--- config.mk ---
export PLATFORM = sky130hd
export DESIGN_NAME = ialu_cell
export DESIGN_NICKNAME = d
export VERILOG_FILES = /design/src/hdl/integer_alu_with_flags_unit_defines.svh /design/src/hdl/ialu_pkg.sv /design/src/hdl/ialu_cell.sv
export SDC_FILE = /design/constraint.sdc
export NUM_CORES = 1
export LEC_CHECK = 0
export ABC_AREA = 1
export CAP_MARGIN = 20
export CORE_MARGIN = 2
export CORE_UTILIZATION = 52
export DETAILED_ROUTE_END_ITERATION = 10
export DONT_BUFFER_PORTS = 1
export HOLD_SLACK_MARGIN = 0.15
export PLACE_DENSITY = 0.71
export SYNTH_ARGS = -nofsm -noshare
export SYNTH_HDL_FRONTEND = slang
export SYNTH_SLANG_ARGS = --single-unit
--- constraint.sdc ---
create_clock -name clk -period 2.3 [get_ports clk]
set_input_delay 0.345 -clock clk [delete_from_list [all_inputs] [get_ports clk]]
set_output_delay 0.345 -clock clk [all_outputs]
set_load 0.05 [all_outputs]
--- src/hdl/integer_alu_with_flags_unit_defines.svh ---
// ----------------------------------------------------------------------------
// integer_alu_with_flags_unit_defines
// Assertion macros used by the integer ALU top-level design file.
// ----------------------------------------------------------------------------
`ifndef INTEGER_ALU_WITH_FLAGS_UNIT_DEFINES_SVH
`define INTEGER_ALU_WITH_FLAGS_UNIT_DEFINES_SVH

// same-cycle implication, checked out of reset
`define IALU_ASSERT_IMP(lbl, ant, con, msg) \
  lbl: assert property (@(posedge clk) disable iff (!rst_n) (ant) |-> (con)) else $error(msg);

// next-cycle implication, checked out of reset
`define IALU_ASSERT_NXT(lbl, ant, con, msg) \
  lbl: assert property (@(posedge clk) disable iff (!rst_n) (ant) |=> (con)) else $error(msg);

`endif

--- src/hdl/ialu_pkg.sv ---
// ----------------------------------------------------------------------------
// ialu_pkg
// Operation codes and the lane record carried along the divide chain.
// ----------------------------------------------------------------------------
package ialu_pkg;

  localparam logic [3:0] FN_ADD  = 4'd0;
  localparam logic [3:0] FN_SUB  = 4'd1;
  localparam logic [3:0] FN_MUL  = 4'd2;
  localparam logic [3:0] FN_DIV  = 4'd3;
  localparam logic [3:0] FN_W2N  = 4'd4;
  localparam logic [3:0] FN_ASH  = 4'd5;
  localparam logic [3:0] FN_LSH  = 4'd6;
  localparam logic [3:0] FN_NADD = 4'd7;
  localparam logic [3:0] FN_NSUB = 4'd8;
  localparam logic [3:0] FN_NMUL = 4'd9;

  localparam int unsigned WORD_W = 32;
  localparam int unsigned NCELL  = 32;

  typedef struct packed {
    logic        is_div;
    logic        neg;
    logic [31:0] rem;
    logic [31:0] quo;
    logic [31:0] dvs;
    logic [31:0] res;
    logic        ovr;
    logic        cy;
  } lane_t;

endpackage

--- src/hdl/ialu_cell.sv ---
// ----------------------------------------------------------------------------
// ialu_cell
// One restoring-divide step; other lanes pass through unchanged.
// ----------------------------------------------------------------------------
module ialu_cell (
  input  logic            clk,
  input  logic            rst_n,
  input  logic            adv,
  input  logic            vld_in,
  input  ialu_pkg::lane_t lane_in,
  output logic            vld_r,
  output ialu_pkg::lane_t lane_r
);

  ialu_pkg::lane_t lane_nxt;
  logic [32:0]     rem_sh;
  logic [32:0]     diff;

  always_comb begin
    lane_nxt = lane_in;
    rem_sh   = {lane_in.rem, lane_in.quo[31]};
    diff     = rem_sh - {1'b0, lane_in.dvs};
    if (lane_in.is_div) begin
      if (!diff[32]) begin
        lane_nxt.rem = diff[31:0];
        lane_nxt.quo = {lane_in.quo[30:0], 1'b1};
      end else begin
        lane_nxt.rem = rem_sh[31:0];
        lane_nxt.quo = {lane_in.quo[30:0], 1'b0};
      end
    end
  end

  always_ff @(posedge clk) begin
    if (!rst_n) begin
      vld_r <= 1'b0;
    end else if (adv) begin
      vld_r <= vld_in;
    end
  end

  always_ff @(posedge clk) begin
    if (adv) begin
      lane_r <= lane_nxt;
    end
  end

endmodule

==> metrics.txt <==
CTS sink cnt=~130; fin cells=1,380; initial DRC count=approximately 620; post-route cell area=10,400 um2; Port Buf Inserts=0; Post-route DRC=0; Max-Cap Viols=0; ANT cells=0; Final Max Tran Viols=0; CP required=about 2500 ps; CP startpoint kind=input pin; syn nets=~1.2k; Crit path largest cell delay=350 ps; Slowest-stage cell, CP=fa_2; Root Driver=clkbuf_16; synthesized area=approximately 7900 um2; crit share post-route=0.894; footprint of the multi-input gates=~3000 um2; R2R setup slack=750 ps; dpl ws=-156 ps; Syn Area/Cell=about 8 um2; Worst Setup SP=lane_in[97]; Syn. warnings=0; Post-CTS Hold Fix Bufs=121; Seq cells post-synth=133; Synth Area in Compound Gates=0.0409; WHS=between 20 and 30 ps; Reg2Reg Depth=3; multiplexer area fraction after synthesis=0; Seq pwr share=0.490; initial antenna violation count=0; WP data arrival=2240 ps; hold wc startpoint=adv; Clk network pwr share=0.333; most common cell after layout, fill and taps aside=nand2_1; CTS clock-pin slew for the worst setup and hold paths=approximately 60 ps; gr ovfl total=0; WHS Endpoint=lane_r[114]$_DFFE_PP_; Critical path buffers and inverters=2; Setup WS post-layout=between 200 and 250 ps; final wirelength=about 24,000 um; Initial Util=0.537; Slew @ Worst Pin=589 ps; RSZ-0062 raised after global routing=no; area share of fa/ha/maj cells after synthesis=0.0535; Net Sw Frac=0.359; main combinational cell family by area after synthesis=simple AND/OR/NAND/NOR gates; Worst setup EP type=flop; PD cells=roughly 750 nW/um2; first-pass GRT wire length=around 36,000 um; filler cell count=roughly 1.2k; Area Growth Syn to Fin=31.9%; sequential area share after synthesis=0.507; crit-path cells=inv_1 > ha_1 > fa_2 > inv_1 > nand2_1 > nand2_1 > nand3_1 > nand2_1 > nand2_1 > nand2_1 > nand3_1 > nand2_1 > nand2_1 > nand2_1 > nand2_1 > nand3_1 > nand2_1; worst reg2reg endpoint=vld_r$_SDFFE_PN0P_; count of cell types in the netlist=31; H-tree depth=4; hold depth=0; Die Ht=roughly 130 um; Static Leak=~5.2 nW; min cycle time layout=about 2100 ps; FF+latch area=3980 um2; combinational share of power=0.177; Via-to-Cell Ratio=approximately 5; Fin. Hold Viols=0; Psw=about 2.8 mW; ratio of cells with drive above 1 in the final layout=0.107; worst-case clock buffer depth=2; gpl congestion=around 0.93; number of global-route vias before repair=6,881; I/O pin cnt=roughly 270; Die Wd=~130 um; row cnt=44; Core Region=14,600 um2; Clk Latency, worst-skew pair=approximately 430 ps; fmax=between 400 and 500 MHz; dpl cells=around 1.2k; nets=1,352; Reg2Reg Launch Point=vld_r$_SDFFE_PN0P_; Slew HR=0.608; post-synthesis xor/xnor area fraction=0.0167; WS Path Type=input pin to flop; Worst Path Max Fanout=4; worst min path class=input pin to flop; CTS tree=done; CP top delay family=simple AND/OR/NAND/NOR gates; Cells after Synth=about 1,000; final setup fails=0; Post-Route Skew=0 ps; leading cell types in the layout, fill and taps excluded=396 x nand2_1, 200 x inv_1, 132 x edfxtp_1; Die ar.=16,100 um2; GR Util All Layers=0.293; cell mode on critical path=nand2_1; Num CTS Buffers=17; detailed-route via count=between 7k and 8k; setup_tns=0 ps; Internal=5.02 mW; post_cts resized=0; largest net degree at the start of global routing=~140; Pre-antenna DRT Iters=5; Placed Area=8590 um2; DP Wirelength=about 16,000 um; status=finished clean; drt wl/cell=about 17 um; Simple-Gate Fraction of Synth Area=0.270; ANT nets after route=0; largest vdd supply drop=~0.57 mV
cells in the mapped netlist:
library cell | instances | area share
nand4_1 | 6 | 0.0048
nor4_1 | 1 | 0.00080
nand2_2 | 12 | 0.0095
xor2_1 | 4 | 0.0045
dlygate4sd1_1 | 2 | 0.0022
ha_1 | 32 | 0.051
buf_4 | 3 | 0.0029
or2_1 | 1 | 0.00080
nand2_1 | 396 | 0.19
a21oi_2 | 1 | 0.0011
nor3_1 | 3 | 0.0019
inv_1 | 200 | 0.095
xnor2_1 | 11 | 0.012
a21o_1 | 2 | 0.0019
and2_1 | 2 | 0.0016
clkbuf_1 | 8 | 0.0038
dfxtp_1 | 1 | 0.0025
nor2_2 | 2 | 0.0016
nand3_1 | 54 | 0.034
nand2_4 | 2 | 0.0029
o21ai_1 | 1 | 0.00064
o21bai_1 | 1 | 0.00096
a21oi_1 | 24 | 0.015
edfxtp_1 | 132 | 0.50
o21ai_0 | 33 | 0.021
inv_2 | 1 | 0.00048
buf_8 | 1 | 0.0019
buf_6 | 4 | 0.0057
nand3b_1 | 3 | 0.0029
nor2_1 | 41 | 0.020
fa_1 | 1 | 0.0025
through the flow:
| stage | power [mW] | util |
|---|---|---|
| floorplan | 4.60 | - |
| global placement | 5.02 | 0.586 |
| detailed placement | 5.03 | 0.586 |
| CTS | 7.78 | 0.708 |
| global route | 8.09 | 0.708 |
| finish | 7.82 | 0.708 |
timing repair:
| action | 4_1_cts | 5_1_grt |
|---|---|---|
| endpoints found under the hold margin | 265 | 132 |
| setup endpoints to repair | 0 | 0 |
| buffers inserted | 0 | 0 |
power by group through the flow:
stage          logic [mW]  clock network, mW  registers (mW)
6_report             1.39               2.60            3.83
3_5_place_dp         1.16                  0            3.88
4_1_cts              1.36               2.59            3.83
5_1_grt              1.55               2.69            3.85
3_3_place_gp         1.14                  0            3.88
2_1_floorplan       0.778                  0            3.83
how the worst max path moves through the flow:
stage	end	cells after the start
detailed placement	lane_r[116]$_DFFE_PP_	18
finish	lane_r[116]$_DFFE_PP_	17
floorplan	lane_r[111]$_DFFE_PP_	18
CTS	lane_r[106]$_DFFE_PP_	18
global route	lane_r[100]$_DFFE_PP_	18
global placement	lane_r[105]$_DFFE_PP_	18
cells by family (layout without fill, tap and decap cells):
family	Yosys count	in the layout
AO/OA/AOI/OAI	62	62
buffers and inverters	219	430
adder cells (fa/ha/maj)	33	33
AND/OR/NAND/NOR	523	523
flip-flops	133	133
XOR/XNOR	15	15
layer usage:
layer  up-vias  wire length, um  GRT usage
met3        59             1640     0.0654
li1       3472                -          -
met2       311            11600      0.508
met5         -                0          0
met1      3172             9610      0.356
met4         0              806      0.120
sequential cells by signal, summed over array words and instances, names as in the netlist:
name	count
lane_r	132
vld_r	1
cell type report:
class	instances	share of cell area
Multi-Input combinational cell	633	0.289
Clock buffer	17	0.0410
Timing Repair Buffer	197	0.178
Inverter	201	0.0728
Clock inverter	15	0.0132
Sequential cell	133	0.384
Tap cell	184	0.0222
Note: power is estimated with default switching activity, not from simulation.
