File: config.mk
export PLATFORM = sky130hd
export DESIGN_NAME = ialu_front
export DESIGN_NICKNAME = d
export VERILOG_FILES = /design/src/hdl/integer_alu_with_flags_unit_defines.svh /design/src/hdl/ialu_pkg.sv /design/src/hdl/ialu_front.sv
export SDC_FILE = /design/constraint.sdc
export NUM_CORES = 2
export LEC_CHECK = 0
export BUFFER_PORTS_ARGS = -buffer_cell sky130_fd_sc_hd__buf_2
export CAP_MARGIN = 0
export CORE_AREA = 2 2 378 380
export DETAILED_ROUTE_END_ITERATION = 12
export DIE_AREA = 0 0 380 382
export SLEW_MARGIN = 30
export SYNTH_ARGS = -nofsm -noshare
export SYNTH_HDL_FRONTEND = slang
export SYNTH_SLANG_ARGS = --single-unit
File: constraint.sdc
create_clock -name clk -period 16 [get_ports clk]
set_clock_uncertainty 0.1 [all_clocks]
set_input_delay 2.4 -clock clk [delete_from_list [all_inputs] [get_ports clk]]
set_output_delay 2.4 -clock clk [all_outputs]
set_load 0.005 [all_outputs]
File: src/hdl/integer_alu_with_flags_unit_defines.svh
// ----------------------------------------------------------------------------
// integer_alu_with_flags_unit_defines
// Assertion macros used by the integer ALU top-level design file.
// ----------------------------------------------------------------------------
`ifndef INTEGER_ALU_WITH_FLAGS_UNIT_DEFINES_SVH
`define INTEGER_ALU_WITH_FLAGS_UNIT_DEFINES_SVH

// same-cycle implication, checked out of reset
`define IALU_ASSERT_IMP(lbl, ant, con, msg) \
  lbl: assert property (@(posedge clk) disable iff (!rst_n) (ant) |-> (con)) else $error(msg);

// next-cycle implication, checked out of reset
`define IALU_ASSERT_NXT(lbl, ant, con, msg) \
  lbl: assert property (@(posedge clk) disable iff (!rst_n) (ant) |=> (con)) else $error(msg);

`endif

File: src/hdl/ialu_pkg.sv
// ----------------------------------------------------------------------------
// ialu_pkg
// Operation codes and the lane record carried along the divide chain.
// ----------------------------------------------------------------------------
package ialu_pkg;

  localparam logic [3:0] FN_ADD  = 4'd0;
  localparam logic [3:0] FN_SUB  = 4'd1;
  localparam logic [3:0] FN_MUL  = 4'd2;
  localparam logic [3:0] FN_DIV  = 4'd3;
  localparam logic [3:0] FN_W2N  = 4'd4;
  localparam logic [3:0] FN_ASH  = 4'd5;
  localparam logic [3:0] FN_LSH  = 4'd6;
  localparam logic [3:0] FN_NADD = 4'd7;
  localparam logic [3:0] FN_NSUB = 4'd8;
  localparam logic [3:0] FN_NMUL = 4'd9;

  localparam int unsigned WORD_W = 32;
  localparam int unsigned NCELL  = 32;

  typedef struct packed {
    logic        is_div;
    logic        neg;
    logic [31:0] rem;
    logic [31:0] quo;
    logic [31:0] dvs;
    logic [31:0] res;
    logic        ovr;
    logic        cy;
  } lane_t;

endpackage

File: src/hdl/ialu_front.sv
// ----------------------------------------------------------------------------
// ialu_front
// Decode stage: finish every non-divide operation, set up the divide lane.
// ----------------------------------------------------------------------------
module ialu_front (
  input  logic               clk,
  input  logic               rst_n,
  input  logic               adv,
  input  logic               vld_in,
  input  logic [3:0]         func,
  input  logic signed [31:0] src,
  input  logic signed [31:0] dst,
  input  logic signed [7:0]  shift_amount,
  input  logic               ovr_in,
  input  logic               carry_in,
  output logic               vld_r,
  output ialu_pkg::lane_t    lane_r
);

  logic               vld_nxt;
  ialu_pkg::lane_t    lane_nxt;
  logic [32:0]        add_w;
  logic [32:0]        sub_w;
  logic [16:0]        nadd_w;
  logic [16:0]        nsub_w;
  logic [15:0]        s16;
  logic [15:0]        d16;
  logic signed [31:0] ma;
  logic signed [31:0] mb;
  logic signed [63:0] prod;
  logic               mul_ovr_w;
  logic               mul_ovr_n;
  logic [7:0]         mag;
  logic               big;
  logic [31:0]        sll_v;
  logic [31:0]        srl_v;
  logic [31:0]        sra_v;
  logic [31:0]        sext_s;
  logic [31:0]        r_ash;
  logic [31:0]        r_lsh;
  logic               div_bad;

  always_comb begin
    s16    = src[15:0];
    d16    = dst[15:0];
    add_w  = {1'b0, dst} + {1'b0, src};
    sub_w  = {1'b0, dst} + {1'b0, ~src} + 33'd1;
    nadd_w = {1'b0, d16} + {1'b0, s16};
    nsub_w = {1'b0, d16} + {1'b0, ~s16} + 17'd1;
    sext_s = {{16{s16[15]}}, s16};
    // one shared multiplier, narrow form takes sign-extended halves
    ma     = (func == ialu_pkg::FN_NMUL) ? $signed({{16{s16[15]}}, s16}) : src;
    mb     = (func == ialu_pkg::FN_NMUL) ? $signed({{16{d16[15]}}, d16}) : dst;
    prod   = ma * mb;
    mul_ovr_w = !((&prod[63:31]) || !(|prod[63:31]));
    mul_ovr_n = !((&prod[31:15]) || !(|prod[31:15]));
    // shift magnitude, -128 maps to 128
    mag    = shift_amount[7] ? (8'd0 - shift_amount) : shift_amount;
    big    = (mag >= 8'd32);
    sll_v  = big ? 32'd0 : (src << mag[4:0]);
    srl_v  = big ? 32'd0 : (src >> mag[4:0]);
    // keep both arms signed so the right shift fills with the sign
    sra_v  = big ? $signed({32{src[31]}}) : (src >>> mag[4:0]);
    if (shift_amount[7]) begin
      r_ash = sra_v;
      r_lsh = srl_v;
    end else if (shift_amount != 8'sd0) begin
      r_ash = sll_v;
      r_lsh = sll_v;
    end else begin
      r_ash = src;
      r_lsh = src;
    end
    div_bad = (src == 32'sd0) || ((&src) && (dst == 32'sh8000_0000));

    lane_nxt        = '0;
    lane_nxt.res    = dst;
    lane_nxt.ovr    = ovr_in;
    lane_nxt.cy     = carry_in;
    case (func)
      ialu_pkg::FN_ADD: begin
        lane_nxt.res = add_w[31:0];
        lane_nxt.ovr = ovr_in | (~(src[31] ^ dst[31]) & (src[31] ^ add_w[31]));
        lane_nxt.cy  = add_w[32];
      end
      ialu_pkg::FN_SUB: begin
        lane_nxt.res = sub_w[31:0];
        lane_nxt.ovr = ovr_in | ((src[31] ^ dst[31]) & (sub_w[31] ^ dst[31]));
        lane_nxt.cy  = sub_w[32];
      end
      ialu_pkg::FN_MUL: begin
        lane_nxt.res = prod[31:0];
        lane_nxt.ovr = ovr_in | mul_ovr_w;
      end
      ialu_pkg::FN_DIV: begin
        if (div_bad) begin
          lane_nxt.ovr = 1'b1;
        end else begin
          lane_nxt.is_div = 1'b1;
          lane_nxt.neg    = src[31] ^ dst[31];
          lane_nxt.quo    = dst[31] ? (32'd0 - dst) : dst;
          lane_nxt.dvs    = src[31] ? (32'd0 - src) : src;
        end
      end
      ialu_pkg::FN_W2N: begin
        lane_nxt.res = sext_s;
        lane_nxt.ovr = ovr_in | (sext_s != src);
      end
      ialu_pkg::FN_ASH: begin
        lane_nxt.res = r_ash;
        lane_nxt.ovr = ovr_in | (r_ash[31] ^ src[31]);
      end
      ialu_pkg::FN_LSH: begin
        lane_nxt.res = r_lsh;
      end
      ialu_pkg::FN_NADD: begin
        lane_nxt.res = {{16{nadd_w[15]}}, nadd_w[15:0]};
        lane_nxt.ovr = ovr_in | (~(s16[15] ^ d16[15]) & (s16[15] ^ nadd_w[15]));
        lane_nxt.cy  = nadd_w[16];
      end
      ialu_pkg::FN_NSUB: begin
        lane_nxt.res = {{16{nsub_w[15]}}, nsub_w[15:0]};
        lane_nxt.ovr = ovr_in | ((s16[15] ^ d16[15]) & (nsub_w[15] ^ d16[15]));
        lane_nxt.cy  = nsub_w[16];
      end
      ialu_pkg::FN_NMUL: begin
        lane_nxt.res = {{16{prod[15]}}, prod[15:0]};
        lane_nxt.ovr = ovr_in | mul_ovr_n;
      end
      default: begin
        lane_nxt.res = dst;
      end
    endcase
    vld_nxt = vld_in;
  end

  always_ff @(posedge clk) begin
    if (!rst_n) begin
      vld_r <= 1'b0;
    end else if (adv) begin
      vld_r <= vld_nxt;
    end
  end

  always_ff @(posedge clk) begin
    if (adv) begin
      lane_r <= lane_nxt;
    end
  end

endmodule

==> impl_summary.log <==
INFO  metric outcome = completed
INFO  metric required = roughly 16 ns
INFO  metric hold_start = vld_r
INFO  metric critPathCaptureType = register
INFO  metric h-tree-depth = 3
INFO  metric drt-vias-per-instance = ~5.7
INFO  metric cts_resized = 0
INFO  metric delay_contributed_by_the_slowest_stage_of_the_critical_path = 0.93 ns
INFO  metric synth_edf_count = 100
INFO  metric achievable-frequency = 74.8 MHz
INFO  metric cts.clk_slew.worst_paths = 0.10 ns
INFO  metric worst_path_buf_inv = 8
INFO  metric yosys.cell_count.top_type = fa_1
INFO  metric hold_viol = 0
INFO  metric yosys-top-cells-count = fa_1, nand2_1, inv_1, nor2_1, clkbuf_1
INFO  metric reg2reg_depth = 2
INFO  metric floorplan.initialDensity = roughly a third
INFO  metric r2r-start = vld_r
INFO  metric family_with_the_most_delay_on_the_worst_path = adder cells
INFO  metric timing.final.max_slew_violations = 0
INFO  metric first_pass_grt_wire_length = 305000 µm
INFO  metric worst_path_most_repeated_cell = fa_1
INFO  metric holdWs = about 0.42 ns
INFO  metric critical_path.max_fanout = 38
INFO  metric place.port_buffers = 182
INFO  metric fillers = roughly 15k
INFO  metric worst_skew_pair.late_latency = 0.37 ns
INFO  metric netlist.area_leader.share = around 44%
INFO  metric synth-seq-area-share = 6.17%
INFO  metric globalRouteTotalUtil = 28.4%
INFO  metric grt_max_degree = 80
INFO  metric die_height = 382 µm
INFO  metric reg2reg_setup_slack = 15.32 ns
INFO  metric dp.cells = 7566
INFO  metric post_route_cells_drive_above_1_share = 7.66%
INFO  metric grt_pass1_vias = 44.6k
INFO  metric tritoncts = done
INFO  metric firstDrtPassIters = 8
INFO  metric final_min_period_over_clock_period = 83.6%
INFO  metric globalplace.congestion = between 1 and 1.5
INFO  metric hold_crit_class = reg2reg
INFO  metric die_boundary_width = 380 µm
INFO  metric mappedNetlistArea = approximately 49000 µm²
INFO  metric num_vias = 43.6k
INFO  metric final_cell_area = 52400 µm²
INFO  metric yosysWarningCount = 0
INFO  metric clock_sink_count = 101
INFO  metric worst_ep_arrival_time = 13.44 ns
INFO  metric synth.avg_cell_area = ~8.6 µm²
INFO  metric ant_nets = 0
INFO  metric worst_pin_slew = roughly 1.1 ns
INFO  metric cap_violations = 0
INFO  metric holdBufCountCts = 0
INFO  metric route.final.wire_length = 208000 µm
INFO  metric average_detailed_routed_wire_length_per_instance = 27.4 µm
INFO  metric ys_async_sr_fraction = 0%
INFO  metric setup_tns = 0 ns
INFO  metric final-setup-viol-count = 0
INFO  metric grt_setup_unrepaired = no
INFO  metric r2r-end = vld_r
INFO  metric critPathLaunchType = input pin
INFO  metric dpl_cell_area = 52100 µm²
INFO  metric final_cell_count_without_fillers = 7590
INFO  metric cpMaxStageDelayCell = fa_1
INFO  metric core_area = 141000 µm²
INFO  metric yosys_most_used_dff = edfxtp_1
INFO  metric detailedPlacementHpwl = 161000 µm
INFO  metric hold_depth = 2
INFO  metric number_of_distinct_standard_cells_referenced_by_the_synthesized_netlist = between 90 and 100
INFO  metric route.detailed.drc = 0
INFO  metric min_delay_worst_endpoint = vld_r
INFO  metric cts-root-buf = clkbuf_16
INFO  metric relSlewSlack = 25.5%
INFO  metric cts_inserted_buffers = 9
INFO  metric ctsLongestPathBuffers = 2
INFO  metric num_rows = 138
INFO  metric num_io_pins = 215
INFO  metric grt-ovfl-total = 0
INFO  metric post_route_minimum_period = approximately 13 ns
INFO  metric synth_top_area_cell = fa_1
INFO  metric drt_first_iter_violations = 4853
INFO  metric cts.repair_timing.setup_buffer_count = 0
INFO  metric ys_top_cells_by_area = fa_1, nand2_1, ha_1, inv_1, edfxtp_1
INFO  metric syn_inst = 5716
INFO  metric grt_antenna_before_repair = 7
INFO  metric ys_ff_latch = 101
INFO  metric area_growth = 7.11%
INFO  metric timing_worst_setup_path_type = in2reg
INFO  metric layout.nets = 7108
INFO  metric dieArea = 145000 µm²
## routing by layer
metal  up-vias  routed length (µm)  GRT usage [%]
met5         -                  42              0
met4         6               12100           13.3
met3       555               21300           5.43
met2      2623               91500           44.0
met1     22300               83200           38.3
li1      18100                   -              -
## worst max-delay path by stage
stage	startpoint	slack, ns	endpoint	cells after the start
global route	func[1]	2.15	lane_r[1]	34
floorplan	src[31]	4.30	lane_r[1]	32
finish	func[1]	2.63	lane_r[1]	34
CTS	func[1]	2.75	lane_r[1]	34
detailed placement	func[1]	2.36	lane_r[1]	34
global placement	func[1]	2.61	lane_r[1]	34
## state kept, by name, indices dropped and copies added (netlist names)
signal / flops
lane_r: 100
vld_r: 1
## metrics by stage
step / setup slack, ns / util [%]
2_1_floorplan: 4.30 / -
3_3_place_gp: 2.61 / 36.9
3_5_place_dp: 2.36 / 37.0
4_1_cts: 2.75 / 37.2
5_1_grt: 2.15 / 37.2
6_report: 2.63 / 37.2
## kinds of logic after synthesis
group / after synthesis / share of synthesized area, %
DFF: 101 / 6.17
buffers and inverters: 1236 / 9.76
other: 1 / 0.00766
muxes: 91 / 2.15
AOI/OAI and AO/OA: 923 / 12.1
xor gates and xnor gates: 135 / 2.42
and+or+nand+nor: 1892 / 16.6
adders and majority gates: 1337 / 50.8
## worst reg2reg max path, stage by stage, from the launching register on
cell and delay [ns]:
dfxtp_1 0.31, mux2i_1 0.11, nor2b_1 0.06
## placed cells by master (no fill, tap or decap), types with 24 or more instances in the layout
| cell | Yosys | routed |
|---|---|---|
| a211oi_1 | 38 | 38 |
| a21o_1 | 38 | 38 |
| a21oi_1 | 267 | 254 |
| a221oi_1 | 34 | 34 |
| a31oi_1 | 46 | 46 |
| and2_1 | 58 | 58 |
| buf_2 | 16 | 181 |
| buf_4 | 32 | 146 |
| conb_1 | 1 | 32 |
| edfxtp_1 | 100 | 100 |
| fa_1 | 1084 | 1084 |
| ha_1 | 253 | 253 |
| inv_1 | 830 | 826 |
| mux2i_1 | 76 | 75 |
| nand2_1 | 903 | 900 |
| nand2b_1 | 27 | 27 |
| nand3_1 | 60 | 60 |
| nand4_1 | 39 | 39 |
| nor2_1 | 560 | 559 |
| nor2b_1 | 91 | 91 |
| nor3_1 | 58 | 57 |
| o211ai_1 | 26 | 26 |
| o21ai_0 | 215 | 207 |
| o21bai_1 | 28 | 28 |
| o22ai_1 | 24 | 24 |
| o31ai_1 | 25 | 25 |
| xnor2_1 | 84 | 81 |
| xor2_1 | 51 | 48 |
## final cells by class
cell class | count | area (µm²) | share of cell area (%)
timing repair buffer | 329 | 2060 | 3.92
multi-input combinational | 4410 | 41500 | 79.2
sequential | 101 | 3020 | 5.76
clock inverter | 7 | 75.1 | 0.143
inverter | 838 | 3150 | 6.00
tap | 1890 | 2360 | 4.51
antenna | 6 | 15.0 | 0.0286
clock buffer | 9 | 225 | 0.429
Power is left out: the tool's default activity adds up to more than one toggle a clock period on the data nets, which glitch-free logic cannot reach.
